[src/constant_power_bus_panner_mixer_unit_defines.svh]
// Assertion macros for the panning mixer.
// Used by the top level only; expects clk and rst in scope.
`ifndef CONSTANT_POWER_BUS_PANNER_MIXER_UNIT_DEFINES_SVH
`define CONSTANT_POWER_BUS_PANNER_MIXER_UNIT_DEFINES_SVH

// same-cycle implication
`define CPBPM_ASSERT_NOW(label, ante, cons) \
  label: assert property (@(posedge clk) disable iff (rst) (ante) |-> (cons)) \
    else $error("cpbpm: same-cycle check failed");

// next-cycle implication
`define CPBPM_ASSERT_NEXT(label, ante, cons) \
  label: assert property (@(posedge clk) disable iff (rst) (ante) |=> (cons)) \
    else $error("cpbpm: next-cycle check failed");

`endif

[src/cpbpm_pkg.sv]
// Shared types and constants for the panning mixer.
// No dependencies; imported by every module of the block.
package cpbpm_pkg;

  localparam int DRY_BUSES_DEF = 5;
  localparam int SINE_ENTRIES_DEF = 256;
  localparam int ACC_WIDTH_DEF = 40;

  localparam int SAMPLE_W = 16;
  localparam int MAG_W = 17;
  localparam int BUS_IDX_W = 4;
  localparam int ACC_LO_W = 24;

  localparam longint unsigned ONE_Q30 = 64'd1 << 30;
  localparam longint unsigned HALF_PI_Q30 = 64'd1686629713;

  typedef enum logic [1:0] {
    MODE_VOICE  = 2'd0,
    MODE_REVERB = 2'd1,
    MODE_CD     = 2'd2,
    MODE_EOF    = 2'd3
  } mode_t;

  typedef enum logic [3:0] {
    ST_IDLE, ST_DEC, ST_DIV, ST_IDX, ST_RD, ST_GAIN, ST_MUL,
    ST_PLOAD, ST_ADD, ST_OMUL, ST_OSUM, ST_OSAT
  } state_t;

  typedef enum logic [3:0] {
    OP_NONE, OP_LOAD, OP_DEC, OP_IDX, OP_RD, OP_GAIN, OP_MUL,
    OP_PLOAD, OP_ADD, OP_OMUL, OP_OSUM, OP_OUT
  } dp_op_t;

  typedef struct packed {
    mode_t mode;
    logic  silent;
    logic  div_busy;
    logic  phase;
    logic  last_bus;
    logic  out_free;
  } dp_status_t;

endpackage

[src/cpbpm_ctrl.sv]
// Sequencer for the panning mixer: walks voice, pair and end-of-frame items.
// Depends on cpbpm_pkg; drives the datapath by op codes.
module cpbpm_ctrl (
  input  logic                   clk,
  input  logic                   rst,
  input  logic                   in_valid,
  output logic                   in_ready,
  input  cpbpm_pkg::dp_status_t  status,
  output cpbpm_pkg::dp_op_t      op
);
  import cpbpm_pkg::*;

  state_t state, state_next;

  always_ff @(posedge clk) begin
    if (rst) begin
      state <= ST_IDLE;
    end else begin
      state <= state_next;
    end
  end

  always_comb begin
    state_next = state;
    op = OP_NONE;
    in_ready = 1'b0;
    case (state)
      ST_IDLE: begin
        in_ready = 1'b1;
        if (in_valid) begin
          op = OP_LOAD;
          state_next = ST_DEC;
        end
      end
      ST_DEC: begin
        op = OP_DEC;
        case (status.mode)
          MODE_VOICE:  state_next = status.silent ? ST_IDLE : ST_DIV;
          MODE_EOF:    state_next = ST_OMUL;
          default:     state_next = ST_PLOAD;
        endcase
      end
      ST_DIV: begin
        if (!status.div_busy) begin
          state_next = ST_IDX;
        end
      end
      ST_IDX: begin
        op = OP_IDX;
        state_next = ST_RD;
      end
      ST_RD: begin
        op = OP_RD;
        state_next = ST_GAIN;
      end
      ST_GAIN: begin
        op = OP_GAIN;
        state_next = ST_MUL;
      end
      ST_MUL: begin
        op = OP_MUL;
        state_next = ST_ADD;
      end
      ST_PLOAD: begin
        op = OP_PLOAD;
        state_next = ST_ADD;
      end
      ST_ADD: begin
        op = OP_ADD;
        if (status.phase) begin
          state_next = ST_IDLE;
        end else if (status.mode == MODE_VOICE) begin
          state_next = ST_RD;
        end else begin
          state_next = ST_PLOAD;
        end
      end
      ST_OMUL: begin
        op = OP_OMUL;
        state_next = ST_OSUM;
      end
      ST_OSUM: begin
        op = OP_OSUM;
        state_next = ST_OSAT;
      end
      ST_OSAT: begin
        if (status.out_free) begin
          op = OP_OUT;
          state_next = status.last_bus ? ST_IDLE : ST_OMUL;
        end
      end
      default: state_next = ST_IDLE;
    endcase
  end

endmodule

[config.mk]
export PLATFORM = sky130hd
export DESIGN_NAME = cpbpm_ctrl
export DESIGN_NICKNAME = d
export VERILOG_FILES = /design/src/constant_power_bus_panner_mixer_unit_defines.svh /design/src/cpbpm_pkg.sv /design/src/cpbpm_ctrl.sv
export SDC_FILE = /design/constraint.sdc
export NUM_CORES = 1
export LEC_CHECK = 0
export ABC_AREA = 1
export BUFFER_PORTS_ARGS = -buffer_cell sky130_fd_sc_hd__buf_2
export CORE_UTILIZATION = 35
export DETAILED_ROUTE_END_ITERATION = 12
export GPL_ROUTABILITY_DRIVEN = 1
export PLACE_DENSITY_LB_ADDON = 0.3
export RECOVER_POWER = 50
export SETUP_SLACK_MARGIN = 0.02
export SYNTH_ARGS = -nofsm -noshare
export SYNTH_HDL_FRONTEND = slang
export SYNTH_SLANG_ARGS = --single-unit
[constraint.sdc]
create_clock -name clk -period 2 [get_ports clk]
set_clock_uncertainty 0.2 [all_clocks]
set_input_delay 0.1 -clock clk [delete_from_list [all_inputs] [get_ports clk]]
set_output_delay 0.1 -clock clk [all_outputs]
set_load 0.1 [all_outputs]
==> qor.yml <==
status: "complete, no violations"
synth_mux_area_frac: 0
min_period_ns: 1.83
drc_errors: 0
crit_path_max_incr_delay_ns: 0.37
min_period_over_period: 0.916
ios: 15
start_util: 0.380
synth_nets: 109
worst_ep_required_time_ns: 1.70
wl_per_cell_um: 10.3
rsz0062_at_grt: "no"
grt_pass1_vias: 636
synth_area_per_cell_um2: 6.36
wl_um: 1330
overflow: 0
arrival_ns: 1.53
wl_met3_um: 83
met2_length_um: 692
hpwl_um: 1130
finalWorstSetupSlack_ns: 0.167
yosysWarnings: 0
final_antenna_net_count: 0
dieHeight_um: 42.9
antenna_found_initial: 0
whs_ns: 0.0683
synth_cell_types: 21
regMostFlops: "state"
crit_path_top_delay_cell: "dfxtp_2"
hold_viol_final: 0
clkTransAtPathRegs_ns: 0.04
placed_cell_area_um2: 786
synth-simple-area-share: 0.453
syn_inst: 92
clock.fmax_ghz: 0.546
layout_commonest_cell: "nand2_1"
fp-row-count: 14
cts_buffers: 3
worstMarginPinSlew_ns: 0.539
synth-compound-area-share: 0.139
drv_cap: 0
drtIter0Drc: 8
viasPerCell: 4.96
track_usage: 0.182
cts.sinks: 4
preCtsSetupSlack_ns: 0.145
synth_fa_ha_area_frac: 0.150
yosysSeqAreaShare: 0.137
path_cells: "inv_2 > ha_4 > a21oi_1 > buf_4 > o21bai_1 > inv_1 > buf_12"
highest_layer: "met4"
synth_top_family_by_area: "simple AND/OR/NAND/NOR gates"
largest_register_ffs: 4
drv_slew: 0
area_growth_pct: 45.7
cts_tree: "yes"
grt_pass1_wl_um: 2530
insertedDiodeCount: 0
dieArea_um2: 1840
clkLatencyLatePin_ns: 0.23
slew_headroom: 0.642
synth_seq_cells: 4
crit_type: "flop to output pin"
fin_area_um2: 853
crit_path_end_kind: "output pin"
place.port_buffers: 14
final_cell_mix: "nand2_1 (19), inv_1 (11), buf_2 (10)"
coreArea_um2: 1540
synth_xor_area_frac: 0
min_path_type: "input pin to flop"
grt_max_degree: 8
crit_fanout: 4
netlist_area_um2: 586
die_w_um: 42.9
cts.htree.levels: 1
fin_nets: 132
crit_path_start_kind: "flop"
setup_viol: 0
wl_met1_um: 546
place.gp.congestion: 0.861
cts.path.max_buffers: 2
vias: 640
dr.pass1.iters: 4
top_regs: "state (4)"
clockRootBuffer: "clkbuf_4"
drive_above_1_share: 0.434
## metal layers
layer,up-vias,track usage
met5,-,0
met4,0,0.113
met3,2,0.0255
met2,21,0.300
met1,283,0.218
li1,334,-
## worst max-delay path, delay by kind of cell, from the launching register on
family / cells / cell delay (ns)
buffers and inverters: 4 / 0.50
adder cells (fa/ha/maj): 1 / 0.26
flip-flops: 1 / 0.37
AO/OA/AOI/OAI: 2 / 0.17
## final timing paths
check,startpoint,endpoint,slack (ns),cells after the start
max,state[3],op[1],0.17,7
min,status[0],state[0],0.07,4
max reg2reg,state[2],state[0],0.48,9
min reg2reg,state[2],state[2],0.31,2
## cells in the mapped netlist
library cell | n | area share
inv_1 | 14 | 0.090
nand2_2 | 2 | 0.021
a31oi_1 | 1 | 0.011
nand2_4 | 1 | 0.019
o21bai_1 | 1 | 0.013
a211oi_1 | 1 | 0.013
nand3_2 | 1 | 0.017
ha_1 | 7 | 0.15
nand3_4 | 1 | 0.030
a21oi_1 | 9 | 0.077
nand2_1 | 21 | 0.13
nor2_4 | 2 | 0.038
nand4_4 | 1 | 0.036
nand3_1 | 7 | 0.060
and2_1 | 1 | 0.011
inv_2 | 2 | 0.013
o21ai_0 | 3 | 0.026
nor2_1 | 10 | 0.064
nor2_2 | 2 | 0.021
buf_6 | 1 | 0.019
dfxtp_1 | 4 | 0.14
## layout make-up
| cell class | instances | area (um2) |
|---|---|---|
| inverter | 16 | 60.1 |
| fill | 154 | 688 |
| timing repair buffer | 19 | 155 |
| sequential | 4 | 85.1 |
| clock buffer | 3 | 22.5 |
| tap | 16 | 20.0 |
| multi-input combinational | 71 | 510 |
## metrics by stage
step | instances | util | setup TNS (ns)
floorplan | 92 | - | -0.277
global placement | 123 | 0.510 | 0
detailed placement | 123 | 0.510 | 0
CTS | 129 | 0.541 | 0
global route | 129 | 0.554 | 0
finish | 129 | 0.554 | 0
## logic make-up after synthesis
| family | after synthesis |
|---|---|
| AND/OR/NAND/NOR | 49 |
| AO/OA/AOI/OAI | 15 |
| buffers and inverters | 17 |
| flip-flops | 4 |
| adder cells (fa/ha/maj) | 7 |
## what timing repair did
item,CTS,global route
gates resized for setup,1,6
endpoints found under the hold margin,4,0
buffers inserted,2,0
hold buffers,1,0
endpoints found under the setup margin,2,3
Power is not shown: default switching activity piles up to over one toggle a cycle in this logic, so the estimate is an artifact.
